[src/rtl/sce_pkg.sv]
package sce_pkg;

  localparam int BUFFER_SIZE_DEF = 64;

  localparam logic [7:0] CH_NUL = 8'h00;
  localparam logic [7:0] CH_BS  = 8'h08;
  localparam logic [7:0] CH_LF  = 8'h0A;
  localparam logic [7:0] CH_CR  = 8'h0D;
  localparam logic [7:0] CH_ESC = 8'h1B;
  localparam logic [7:0] CH_DEL = 8'h7F;
  localparam logic [7:0] CH_SP  = 8'h20;

  localparam int DEL_LEN = 20;
  localparam int ESC_LEN = 20;
  localparam int OVF_LEN = 19;

  localparam logic [8*DEL_LEN-1:0] DEL_TEXT = "\nDelete the Command\n";
  localparam logic [8*ESC_LEN-1:0] ESC_TEXT = "\nEscape the Command\n";
  localparam logic [8*OVF_LEN-1:0] OVF_TEXT = "\nCommand Over Flow\n";

  typedef enum logic [2:0] {
    ST_WAIT = 3'd0,
    ST_EXEC = 3'd1,
    ST_DELETED = 3'd2,
    ST_ESCAPED = 3'd3,
    ST_OVERFLOW = 3'd4
  } status_t;

  // What the emitter sends for one item
  typedef enum logic [2:0] {
    MSG_NONE,
    MSG_ECHO,
    MSG_BACKSPACE,
    MSG_NEWLINE,
    MSG_DELETE,
    MSG_ESCAPE,
    MSG_OVERFLOW,
    MSG_READ
  } msg_t;

  typedef struct packed {
    msg_t       msg;
    logic [7:0] echo_byte;
    status_t    status;
    logic       rd_ok;
  } job_t;

  function automatic logic [4:0] msg_len(msg_t m);
    logic [4:0] n;
    unique case (m)
      MSG_BACKSPACE: n = 5'd3;
      MSG_DELETE:    n = 5'(DEL_LEN);
      MSG_ESCAPE:    n = 5'(ESC_LEN);
      MSG_OVERFLOW:  n = 5'(OVF_LEN);
      default:       n = 5'd1;
    endcase
    return n;
  endfunction

  function automatic logic [7:0] msg_char(msg_t m, logic [4:0] i);
    logic [7:0] c;
    int k;
    c = 8'h00;
    k = int'(i);
    unique case (m)
      MSG_BACKSPACE: c = (k == 1) ? CH_SP : CH_BS;
      MSG_NEWLINE:   c = CH_LF;
      MSG_DELETE:    if (k < DEL_LEN) c = DEL_TEXT[8*(DEL_LEN-1-k) +: 8];
      MSG_ESCAPE:    if (k < ESC_LEN) c = ESC_TEXT[8*(ESC_LEN-1-k) +: 8];
      MSG_OVERFLOW:  if (k < OVF_LEN) c = OVF_TEXT[8*(OVF_LEN-1-k) +: 8];
      default:       c = 8'h00;
    endcase
    return c;
  endfunction

endpackage

[src/rtl/sce_ram.sv]
module sce_ram #(
  parameter int WIDTH = 8,
  parameter int DEPTH = 65
) (
  input  logic                     clk,
  input  logic                     we,
  input  logic [$clog2(DEPTH)-1:0] waddr,
  input  logic [WIDTH-1:0]         wdata,
  input  logic                     re,
  input  logic [$clog2(DEPTH)-1:0] raddr,
  output logic [WIDTH-1:0]         rdata_r
);

  logic [WIDTH-1:0] mem [DEPTH];

  always_ff @(posedge clk) begin
    if (we) begin
      mem[waddr] <= wdata;
    end
    if (re) begin
      rdata_r <= mem[raddr];
    end
  end

endmodule

[src/rtl/sce_decode.sv]
module sce_decode import sce_pkg::*; #(
  parameter int BUFFER_SIZE = BUFFER_SIZE_DEF,
  parameter int AW = $clog2(BUFFER_SIZE + 1)
) (
  input  logic          clk,
  input  logic          rst_n,
  input  logic          accept,
  input  logic          kind,
  input  logic [7:0]    rx_byte,
  input  logic [6:0]    read_index,
  output job_t          job,
  output logic          ram_we,
  output logic [AW-1:0] ram_waddr,
  output logic [7:0]    ram_wdata,
  output logic          ram_re,
  output logic [AW-1:0] ram_raddr
);

  localparam int IW = (AW > 7) ? AW : 7;

  logic [AW-1:0] cursor_r, cursor_nxt;
  logic [IW-1:0] idx_ext;
  logic          in_range;
  logic          wr;

  assign idx_ext   = IW'(read_index);
  assign in_range  = idx_ext <= IW'(BUFFER_SIZE);
  assign ram_raddr = idx_ext[AW-1:0];
  assign ram_re    = accept && kind && in_range;
  assign ram_waddr = cursor_r;
  assign ram_we    = accept && !kind && wr;

  always_comb begin
    cursor_nxt     = cursor_r;
    wr             = 1'b0;
    ram_wdata      = 8'h00;
    job.msg        = MSG_NONE;
    job.echo_byte  = rx_byte;
    job.status     = ST_WAIT;
    job.rd_ok      = in_range;
    if (kind) begin
      job.msg = MSG_READ;
    end else begin
      unique case (rx_byte)
        CH_NUL, CH_CR: begin
          job.msg = MSG_NONE;
        end
        CH_BS: begin
          if (cursor_r != '0) begin
            cursor_nxt = cursor_r - AW'(1);
            job.msg    = MSG_BACKSPACE;
          end
        end
        CH_LF: begin
          // cursor never passes the last slot, so it is the terminator spot
          wr         = 1'b1;
          cursor_nxt = '0;
          job.msg    = MSG_NEWLINE;
          job.status = ST_EXEC;
        end
        CH_DEL: begin
          cursor_nxt = '0;
          job.msg    = MSG_DELETE;
          job.status = ST_DELETED;
        end
        CH_ESC: begin
          cursor_nxt = '0;
          job.msg    = MSG_ESCAPE;
          job.status = ST_ESCAPED;
        end
        default: begin
          if (cursor_r < AW'(BUFFER_SIZE)) begin
            wr         = 1'b1;
            ram_wdata  = rx_byte;
            cursor_nxt = cursor_r + AW'(1);
            job.msg    = MSG_ECHO;
          end else begin
            cursor_nxt = '0;
            job.msg    = MSG_OVERFLOW;
            job.status = ST_OVERFLOW;
          end
        end
      endcase
    end
  end

  always_ff @(posedge clk) begin
    if (!rst_n) begin
      cursor_r <= '0;
    end else if (accept && !kind) begin
      cursor_r <= cursor_nxt;
    end
  end

  a_cursor_range: assert property (@(posedge clk) disable iff (!rst_n)
    cursor_r <= AW'(BUFFER_SIZE))
    else $error("cursor beyond line store");

  a_no_rw_clash: assert property (@(posedge clk) disable iff (!rst_n)
    !(ram_we && ram_re))
    else $error("store written and read by one word");

  a_overflow_clears: assert property (@(posedge clk) disable iff (!rst_n)
    accept && !kind && job.msg == MSG_OVERFLOW |=> cursor_r == '0)
    else $error("overflow left cursor set");

endmodule

[src/rtl/sce_emit.sv]
module sce_emit import sce_pkg::*; (
  input  logic       clk,
  input  logic       rst_n,
  input  logic       in_valid,
  output logic       in_ready,
  input  job_t       job_in,
  input  logic [7:0] ram_rdata,
  output logic       out_valid,
  input  logic       out_ready,
  output logic       out_has_byte,
  output logic [7:0] out_byte,
  output logic [2:0] out_status,
  output logic       out_last,
  output logic [7:0] out_read_data
);

  logic       job_valid_r;
  job_t       job_r;
  logic [4:0] idx_r;
  logic       advance;
  logic       fin;
  logic       load;
  logic       out_valid_r;
  logic       has_nxt;
  logic [7:0] byte_nxt;
  logic [7:0] rdata_nxt;

  assign advance  = job_valid_r && (!out_valid_r || out_ready);
  assign fin      = idx_r == msg_len(job_r.msg) - 5'd1;
  assign in_ready = !job_valid_r || (advance && fin);
  assign load     = in_valid && in_ready;
  assign out_valid = out_valid_r;

  always_comb begin
    has_nxt   = 1'b1;
    byte_nxt  = msg_char(job_r.msg, idx_r);
    rdata_nxt = 8'h00;
    unique case (job_r.msg)
      MSG_NONE: begin
        has_nxt  = 1'b0;
        byte_nxt = 8'h00;
      end
      MSG_READ: begin
        has_nxt   = 1'b0;
        byte_nxt  = 8'h00;
        rdata_nxt = job_r.rd_ok ? ram_rdata : 8'h00;
      end
      MSG_ECHO: byte_nxt = job_r.echo_byte;
      default: ;
    endcase
  end

  always_ff @(posedge clk) begin
    if (!rst_n) begin
      job_valid_r <= 1'b0;
      out_valid_r <= 1'b0;
      idx_r       <= '0;
    end else begin
      if (load) begin
        job_valid_r <= 1'b1;
        idx_r       <= '0;
      end else if (advance) begin
        // hold the job until its final character leaves
        job_valid_r <= !fin;
        idx_r       <= idx_r + 5'd1;
      end
      if (advance) begin
        out_valid_r <= 1'b1;
      end else if (out_ready) begin
        out_valid_r <= 1'b0;
      end
    end
  end

  always_ff @(posedge clk) begin
    if (load) begin
      job_r <= job_in;
    end
    if (advance) begin
      out_has_byte  <= has_nxt;
      out_byte      <= byte_nxt;
      out_status    <= job_r.status;
      out_last      <= fin;
      out_read_data <= rdata_nxt;
    end
  end

  a_more_pending: assert property (@(posedge clk) disable iff (!rst_n)
    out_valid_r && !out_last |-> job_valid_r)
    else $error("word without last but no job pending");

  a_idx_bound: assert property (@(posedge clk) disable iff (!rst_n)
    job_valid_r |-> idx_r < msg_len(job_r.msg))
    else $error("message index past its end");

  a_load_starts: assert property (@(posedge clk) disable iff (!rst_n)
    load |=> job_valid_r && idx_r == '0)
    else $error("accepted word did not start a job");

endmodule

[src/rtl/serial_command_line_editor_top.sv]
// Channel  Ports                                               Direction
// in       in_valid/in_ready, in_kind, in_rx_byte,             input
//          in_read_index
// out      out_valid/out_ready, out_has_byte, out_byte,        output
//          out_status, out_last, out_read_data
//
// One result word leaves per cycle while out_ready is not stalled. An item
// has as many result words as its message has characters: 1 for most,
// 3 for backspace, 19 or 20 for the messages, made by the message emitter.
// The next item is taken in the cycle its predecessor's last word is issued.
// rst_n clears the cursor and the job and output valid flags; the line store
// is not cleared. A stalled out_ready holds the output word and the job.
module serial_command_line_editor_top import sce_pkg::*; #(
  parameter int BUFFER_SIZE = BUFFER_SIZE_DEF
) (
  input  logic       clk,
  input  logic       rst_n,
  input  logic       in_valid,
  output logic       in_ready,
  input  logic       in_kind,
  input  logic [7:0] in_rx_byte,
  input  logic [6:0] in_read_index,
  output logic       out_valid,
  input  logic       out_ready,
  output logic       out_has_byte,
  output logic [7:0] out_byte,
  output logic [2:0] out_status,
  output logic       out_last,
  output logic [7:0] out_read_data
);

  localparam int DEPTH = BUFFER_SIZE + 1;
  localparam int AW = $clog2(DEPTH);

  job_t          job;
  logic          accept;
  logic          ram_we;
  logic [AW-1:0] ram_waddr;
  logic [7:0]    ram_wdata;
  logic          ram_re;
  logic [AW-1:0] ram_raddr;
  logic [7:0]    ram_rdata;

  assign accept = in_valid && in_ready;

  sce_decode #(
    .BUFFER_SIZE(BUFFER_SIZE),
    .AW(AW)
  ) u_decode (
    .clk        (clk),
    .rst_n      (rst_n),
    .accept     (accept),
    .kind       (in_kind),
    .rx_byte    (in_rx_byte),
    .read_index (in_read_index),
    .job        (job),
    .ram_we     (ram_we),
    .ram_waddr  (ram_waddr),
    .ram_wdata  (ram_wdata),
    .ram_re     (ram_re),
    .ram_raddr  (ram_raddr)
  );

  sce_ram #(
    .WIDTH(8),
    .DEPTH(DEPTH)
  ) u_line_store (
    .clk     (clk),
    .we      (ram_we),
    .waddr   (ram_waddr),
    .wdata   (ram_wdata),
    .re      (ram_re),
    .raddr   (ram_raddr),
    .rdata_r (ram_rdata)
  );

  sce_emit u_emit (
    .clk           (clk),
    .rst_n         (rst_n),
    .in_valid      (in_valid),
    .in_ready      (in_ready),
    .job_in        (job),
    .ram_rdata     (ram_rdata),
    .out_valid     (out_valid),
    .out_ready     (out_ready),
    .out_has_byte  (out_has_byte),
    .out_byte      (out_byte),
    .out_status    (out_status),
    .out_last      (out_last),
    .out_read_data (out_read_data)
  );

endmodule
[config.mk]
export PLATFORM = sky130hd
export DESIGN_NAME = serial_command_line_editor_top
export DESIGN_NICKNAME = d
export VERILOG_FILES = /design/src/rtl/sce_pkg.sv /design/src/rtl/sce_ram.sv /design/src/rtl/sce_decode.sv /design/src/rtl/sce_emit.sv /design/src/rtl/serial_command_line_editor_top.sv
export SDC_FILE = /design/constraint.sdc
export NUM_CORES = 1
export LEC_CHECK = 0
export BUFFER_PORTS_ARGS = -buffer_cell sky130_fd_sc_hd__buf_2
export CORE_ASPECT_RATIO = 0.6
export CORE_MARGIN = 3
export CORE_UTILIZATION = 40
export DETAILED_ROUTE_END_ITERATION = 7
export RECOVER_POWER = 25
export SLEW_MARGIN = 10
export SYNTH_ARGS = -nofsm -noshare
export SYNTH_HDL_FRONTEND = slang
export SYNTH_SLANG_ARGS = --single-unit
[constraint.sdc]
create_clock -name clk -period 7.1 [get_ports clk]
set_clock_uncertainty 0.1 [all_clocks]
set_input_delay 1.42 -clock clk [delete_from_list [all_inputs] [get_ports clk]]
set_output_delay 1.42 -clock clk [all_outputs]
set_load 0.03 [all_outputs]
## Word level (Yosys, flattened, before mapping)

Memories as Yosys holds them, arrays and structs flattened. A register that Yosys moved wholly into a read port is not among the register bits.
Index checks and enable logic that the tools add are counted.

| cells by class | value |
|---|---|
| shift-type cells | 3 |
| $add $sub $neg | 6 |
| $lt $le $gt $ge | 4 |
| multiplexer cells | 28 |
| equal/unequal tests | 15 |
| bitwise logic cells | 3 |
| reductions and logical operators | 28 |

Operators by type and width:

| operator | number |
|---|---|
| 160-bit by 32-bit indexed part select with 8-bit output, first input constant | 2 |
| 152-bit by 32-bit indexed part select with 8-bit output, first input constant | 1 |
| 8-bit two-way mux | 6 |
| 8-bit one-hot mux with 5 select lines | 1 |
| 8-bit by 4-bit equality test with 1-bit output, second input constant | 3 |
| 7-bit one-hot mux with 3 select lines | 1 |
| 8-bit one-hot mux with 2 select lines | 1 |
| 3-bit one-hot mux with 5 select lines | 1 |
| 5-bit one-hot mux with 3 select lines | 1 |
| 7-bit two-way mux | 2 |
| 3-bit equality test, second input constant | 4 |
| 3-bit one-hot mux with 4 select lines | 1 |
| 5-bit by 5-bit subtractor with 6-bit output, first input constant | 2 |
| 5-bit < comparator, second input constant | 2 |
| 1-bit two-way mux | 9 |
| 8-bit by 5-bit equality test with 1-bit output, second input constant | 1 |
| 8-bit by 7-bit equality test with 1-bit output, second input constant | 1 |
| 8-bit zero test | 1 |
| 2-bit OR reduction | 4 |
| 7-bit by 1-bit adder with 7-bit output, second input constant | 1 |
| 7-bit <= comparator, second input constant | 1 |
| 1-bit logical AND | 7 |
| 7-bit < comparator, second input constant | 1 |
| 7-bit nonzero test | 1 |
| other kinds (22) | 32 |

| word-level totals | value |
|---|---|
| memories | 1 |
| register bits | 50 |
| output and inout bits | 23 |
| memory bits (writable) | 520 |

Memory list:

| memory | words | width | read ports | clocked after Yosys merged registers in | write ports | line | RTL |
|---|---|---|---|---|---|---|---|
| u_line_store.mem | 65 | 8 | 1 | 1 | 1 | sce_ram.sv:14 | `logic [WIDTH-1:0] mem [DEPTH];` |

## Logic depth before layout (Yosys ltp)

Gate-level depths: netlist (run 1).

| depth | value |
|---|---|
| depth after elaboration | 12 |
| gate-level depth with buffers | 11 |

## Cells and area by module

From an unflattened synthesis (run 1), not the netlist that was laid out.

| unflattened totals | value |
|---|---|
| cells, all modules | 1340 |
| area total of the unflattened synthesis | 24124.4 um^2 |

Modules (own cells, without submodules):

| module | area each (um^2) | instances | cells each |
|---|---|---|---|
| sce_ram | 20519.7 | 1 | 944 |
| sce_emit | 2616.3 | 1 | 261 |
| sce_decode | 982.2 | 1 | 134 |
| serial_command_line_editor_top | 6.3 | 1 | 1 |

## Worst setup path before layout (run 1)

OpenSTA, ideal clock, no wires.

| timing path | value |
|---|---|
| path kind | input to register |
| start | input port in_rx_byte[5] |
| end | memory u_line_store.mem[0][1], data pin |
| stages | 6 |
| arrival time | 4687 ps |
| path slack | 1625 ps |
| library setup time | 688 ps |
| cells stage by stage | nor4_1 > and3_1 > clkbuf_2 > or3_1 > buf_2 > nor3_1 |

| on the way | value |
|---|---|
| longest elaborated chain between the ends | 4 |
| elaborated cells between the ends (all ways) | 9 |

RTL lines:

| element | line | RTL |
|---|---|---|
| start, declared | serial_command_line_editor_top.sv:21 | `input logic [7:0] in_rx_byte,` |
| 8-bit by 4-bit equality test with 1-bit output (tied with other cells) | sce_decode.sv:44 | `unique case (rx_byte)` |
| 6-bit OR reduction (no source line) (*) | -- |  |
| 8-bit two-way mux (*) | sce_decode.sv:44 |  |
| 8-bit two-way mux (*) | sce_decode.sv:41 | `if (kind) begin` |
| via ram_wdata[1] | serial_command_line_editor_top.sv:39 | `logic [7:0] ram_wdata;` |
| end, declared | sce_ram.sv:14 |  |

The timed path passes the listed nets; every way through them passes the cells marked *.

## Worst setup path after layout (run 1)

| timing path | value |
|---|---|
| start | input port in_rx_byte[2] |
| end | memory u_line_store.mem[12][1], data pin |

The elaborated chain is that of the path after synthesis.

==> flow_summary.json, run 1 <==
{
  "setup-tns-final_ns": 0,
  "drc": 0,
  "irDropWorstVdd_mv": 0.165,
  "grtUsageMet2": 0.254,
  "htreeDepth": 2,
  "ant_nets": 0,
  "synthXorXnorAreaFrac": 0.00512,
  "vias": 13700,
  "p_leak_uw": 0.00838,
  "final_cell_area_um2": 26700,
  "grt_overflow": 0,
  "busiest_layer": "met1",
  "drt-initial-drc-count": 2117,
  "cpMaxStageDelayCell": "clkbuf_1",
  "hp-class": "register to register",
  "synth_top_area_cell": "edfxtp_1",
  "post_drt_wl_per_cell_um": 28.6,
  "grt_pass1_vias": 12900,
  "min_period_over_period": 0.768,
  "start_util": 0.411,
  "muxShareOfSynthArea": 0.126,
  "cts_root_buffer": "clkbuf_16",
  "synth_top_family_by_area": "multiplexers",
  "syn_area_per_cell_um2": 17.3,
  "rsz0062_at_grt": "no",
  "antenna_cells": 0,
  "synth-warning-count": 0,
  "clk_latency_ns": 0.58,
  "nFillCells": 5016,
  "status": "complete, but fails checks",
  "p_total_uw": 6940,
  "required_ns": 6.88,
  "synth.most_common_cell": "edfxtp_1",
  "gp_congestion": 0.872,
  "numCtsBuffers": 52,
  "grt_usage": 0.202,
  "drive_above_1_share": 0.191,
  "grtUsageMet1": 0.343,
  "synthDistinctLibCells": 72,
  "synth_common_cells": "564 x edfxtp_1, 108 x mux4_2, 72 x nand2_1",
  "cp-end-kind": "register",
  "power_density_nw_per_um2": 260,
  "synthAdderAreaFrac": 0.00470,
  "vias_per_cell": 6.10,
  "place_area_um2": 25200,
  "routed_wl_mm": 64.2,
  "crit_chain": "clkbuf_1, or3_1, a211oi_1, or3_1, nor3_1, clkbuf_1",
  "final.min_clock_period_ns": 5.45,
  "slew_headroom": -1.25,
  "crit_fanout": 65,
  "worst-setup-path-type": "input pin to register",
  "cts_tree": "yes",
  "grt_max_degree": 66,
  "synth-edff-count": 564,
  "critical_path_arrival_ns": 5.24,
  "worst_slew_pin_slew_ns": 3.37,
  "async_reset_ff_frac": 0,
  "path_clk_slew_ns": 0.07,
  "cts_setup_buffers": 0,
  "fp.dieH_um": 196,
  "synth_top_area_share": 0.707,
  "finalSetupViolCount": 0,
  "ys_ff_latch": 578,
  "syn_nets": 1413,
  "dr.pass1.iters": 5,
  "fp.dieW_um": 322,
  "violations": "capacitance limit, slew limit",
  "finalMaxSlewViolations": 383,
  "grt_pass1_wl_mm": 93.2,
  "fp.dieArea_um2": 63000,
  "synth_ff_type": "edfxtp_1",
  "synth_compound_area_frac": 0.0556,
  "ctsResizeCount": 0,
  "core_area_um2": 58400,
  "max-cap-violations": 7,
  "synth_cells": 1384,
  "critPathMaxStageDelay_ns": 2.38,
  "portBuffers": 42,
  "netlist_area_um2": 24000,
  "nNetsFinal": 1471,
  "start_kind": "input pin",
  "antenna_found_initial": 0,
  "postCtsHoldBufs": 0,
  "yosys-top-cells-area": "edfxtp_1 71%, mux4_2 10%, mux2i_1 1.8%",
  "ys_seq_area_frac": 0.718,
  "area_delta_synth_final_pct": 11.5,
  "cts.path.max_buffers": 3,
  "grt_use_met3": 0.0566,
  "yosys.area_share.simple": 0.0670,
  "max_freq_mhz": 183,
  "min_path_cells": 0,
  "dp_hpwl_mm": 40.9,
  "row_count": 68,
  "r2r_cells": 3,
  "io_pins": 43,
  "finalHoldViolCount": 0,
  "cts.sinks": 578,
  "timing.hold.ws_ns": 0.327
}
## state kept, by name, indices dropped and copies added (netlist names)
| register | count |
|---|---|
| u_emit.idx_r | 5 |
| u_decode.ram_waddr | 7 |
| u_emit.out_has_byte | 1 |
| u_line_store.rdata_r | 8 |
| u_emit.out_read_data | 8 |
| u_emit.out_last | 1 |
| u_emit.job_r | 15 |
| u_emit.out_valid | 1 |
| u_emit.job_valid_r | 1 |
| u_emit.out_byte | 8 |
| u_line_store.mem | 520 |
| u_emit.out_status | 3 |
## per-stage QoR
step           instances  worst slack, ns  utilization
2_1_floorplan       1384             1.63            -
6_report            2248             1.65        0.458
4_1_cts             2248             2.53        0.459
3_5_place_dp        2158             1.95        0.432
5_1_grt             2248             1.18        0.458
3_3_place_gp        2158             2.12        0.432
## per-layer routing
layer / vias up / wire length, um
met5: - / 0
met4: 0 / 872
met3: 68 / 7190
met2: 752 / 25100
met1: 7134 / 31100
li1: 5767 / -
## power breakdown
part           internal (uW)  switching, uW  total [uW]
Combinational            128            310         437
Clock                   1470           1250        2720
Sequential              3780           13.7        3790
## logic make-up (layout without fill, tap and decap cells)
logic type      Yosys count  after routing
fa+ha+maj                 9              9
simple gates            308            308
buf+inv                 112            206
flops                   578            578
mux                     166            166
xor+xnor                 14             14
compound gates          197            197
## cell usage in the layout, fill, tap and decap left out, types with 8 or more instances in the layout
master,count
o221ai_1,9
clkbuf_16,53
nor4_1,17
nand2_1,72
o21ai_1,8
xnor2_1,8
inv_1,23
clkbuf_1,42
ha_1,9
nor3_1,40
o21ai_0,20
a22oi_1,16
and3_1,12
a21oi_1,54
buf_4,45
mux2i_1,44
dfxtp_1,14
nor4_2,24
nor2_1,48
mux2_2,11
clkinv_1,13
clkinv_2,10
mux4_2,108
edfxtp_1,564
a211oi_1,12
buf_2,8
nand3_1,34
and2_0,9
a31oi_1,10
## cell type report
type / count / area (um^2) / share of cell area
Inverter: 26 / 97.6 / 0.00365
Clock inverter: 31 / 243 / 0.00908
Multi-Input combinational cell: 694 / 6330 / 0.237
Clock buffer: 59 / 1350 / 0.0505
Timing Repair Buffer: 90 / 527 / 0.0197
Sequential cell: 578 / 17200 / 0.644
Tap cell: 770 / 963 / 0.0361
## final timing paths
path | from | to | slack [ns]
worst min register to register | u_emit.job_r[3] | u_emit.out_status[2] | 0.33
worst max register to register | u_decode.ram_waddr[6] | u_line_store.mem[12][1] | 2.78
worst min-delay path | u_emit.job_r[3] | u_emit.out_status[2] | 0.33
worst max-delay path | in_rx_byte[2] | u_line_store.mem[12][1] | 1.65
## worst max-delay path, delay by kind of cell
kind | cells | cell delay, ns
buf+inv | 2 | 2.64
compound gates | 1 | 0.17
simple gates | 3 | 0.93
Note: power is estimated with default switching activity, not from simulation.
==> run 2: changes to the inputs <==
- clock period: 7.1 -> 4.5 ns (I/O delays scaled with it)
==> run 2 against run 1 <==
The flow still finishes with violations (capacitance limit, slew limit). Sequential share of layout area shrank 1.7 points. Count of clock-buffer cells in the layout decreased by 3. Global-route usage grew 0.16 points. Critical endpoint is now in_ready.
==> flow_summary.json, run 2 (same netlist as run 1, synthesis figures left out) <==
{
  "status": "complete, but fails checks",
  "violations": "capacitance limit, slew limit",
  "crit_chain": "inv_1, ha_1, nand2_1, a211oi_1, nor2_1, inv_1, buf_2",
  "place_ws_ns": 0.645,
  "drt-initial-drc-count": 1872,
  "grtUsageMet1": 0.334,
  "min_period_over_period": 0.794,
  "fp.dieH_um": 196,
  "timing.hold.ws_ns": 0.312,
  "cts_tree": "yes",
  "clk_latency_ns": 0.58,
  "io_pins": 43,
  "finalHoldViolCount": 0,
  "drive_above_1_share": 0.227,
  "layout_commonest_cell": "edfxtp_1",
  "drc": 0,
  "ctsResizeCount": 0,
  "row_count": 68,
  "hp-class": "register to register",
  "cts.sinks": 578,
  "portBuffers": 42,
  "vias": 13800,
  "grt_use_met3": 0.0659,
  "post_drt_wl_per_cell_um": 27.7,
  "final_cell_mix": "564 x edfxtp_1, 108 x mux4_2, 100 x buf_4",
  "largest_register": "u_line_store.mem",
  "finalMaxSlewViolations": 66,
  "start_kind": "register",
  "post-route-util": 0.470,
  "dr.pass1.iters": 5,
  "path_clk_slew_ns": 0.07,
  "antenna_cells": 0,
  "cpMaxStageDelayCell": "dfxtp_1",
  "required_ns": 3.50,
  "reg_top3": "u_line_store.mem (520), u_emit.job_r (15)",
  "irDropWorstVdd_mv": 0.297,
  "postCtsHoldBufs": 0,
  "cp-end-kind": "output port",
  "gp_congestion": 0.864,
  "htreeDepth": 2,
  "grt_max_degree": 66,
  "vias_per_cell": 5.96,
  "start_util": 0.411,
  "finalSetupViolCount": 0,
  "power_density_nw_per_um2": 412,
  "fp.dieW_um": 322,
  "ant_nets": 0,
  "routed_wl_mm": 64.1,
  "grt_pass1_wl_mm": 93.7,
  "dp_hpwl_mm": 41.6,
  "nFillCells": 4921,
  "cts_setup_buffers": 0,
  "slew_headroom": -0.0802,
  "numCtsBuffers": 51,
  "worst_slew_pin_slew_ns": 1.62,
  "setup-tns-final_ns": 0,
  "cts_root_buffer": "clkbuf_16",
  "fp.dieArea_um2": 63000,
  "busiest_layer": "met1",
  "rsz0062_at_grt": "no",
  "critical_path_arrival_ns": 2.57,
  "cts.path.max_buffers": 3,
  "grtUsageMet2": 0.261,
  "critPathMaxStageDelay_ns": 0.80,
  "antenna_found_initial": 0,
  "grt_overflow": 0,
  "max-cap-violations": 1,
  "area_delta_synth_final_pct": 14.5,
  "crit_fanout": 20,
  "crit_top_cell": "inv_1",
  "worst-setup-path-type": "register to output port",
  "grt_pass1_vias": 13100,
  "final.min_clock_period_ns": 3.57,
  "core_area_um2": 58400,
  "final.setup.worst_slack_ns": 0.925,
  "grt_usage": 0.204,
  "nNetsFinal": 1533,
  "p_leak_uw": 0.00881,
  "max_freq_mhz": 280,
  "largest_register_ff_count": 520
}
run 2: cell types whose count changed in the layout (fill, tap and decap cells not counted), sizes merged:
| cell | change |
|---|---|
| clkinv | +1 |
| buf | +63 |
| clkbuf | -3 |
| inv | -3 |
| clkinvlp | +2 |
| bufinv | +6 |
run 2: power breakdown:
part | switching, uW | internal (uW) | total (uW)
combinational | 491 | 223 | 714
sequential | 22.6 | 5950 | 5970
clock | 1980 | 2630 | 4610
run 2: final timing paths:
path | start | cells past startpoint | slack [ns] | endpoint
hold / removal | u_emit.job_r[3] | 0 | 0.31 | u_emit.out_status[2]
hold reg to reg | u_emit.job_r[3] | 0 | 0.31 | u_emit.out_status[2]
setup reg to reg | u_emit.idx_r[2] | 9 | 1.11 | u_line_store.mem[41][3]
setup / recovery | u_emit.idx_r[2] | 7 | 0.93 | in_ready
run 2: per-layer routing:
layer,vias up,share of wire
li1,5877,-
met1,7121,0.47
met2,718,0.39
met3,80,0.12
met4,0,0.015
met5,-,0
run 2: cell type report:
cell class                      instances  area [um^2]  area share
Clock buffer                           56         1320      0.0480
Clock inverter                         37          419      0.0153
Inverter                               26         97.6     0.00356
Multi-Input combinational cell        694         6320       0.231
Sequential cell                       578        17200       0.628
Tap cell                              770          963      0.0351
Timing Repair Buffer                  153         1090      0.0398
run 2: through the flow:
step	power (uW)	instance area, um^2	cells
floorplan	6520	24000	1384
global placement	6790	25800	2221
detailed placement	6800	25800	2221
CTS	11300	27500	2314
global route	11600	27400	2314
finish	11300	27400	2314
run 2: critical path, delay by kind of cell, from the launching register on:
kind | cells | cell delay, ns
AO/OA/AOI/OAI | 1 | 0.07
AND/OR/NAND/NOR | 2 | 0.29
flip-flops | 1 | 0.80
buffers and inverters | 3 | 0.46
adder cells (fa/ha/maj) | 1 | 0.36
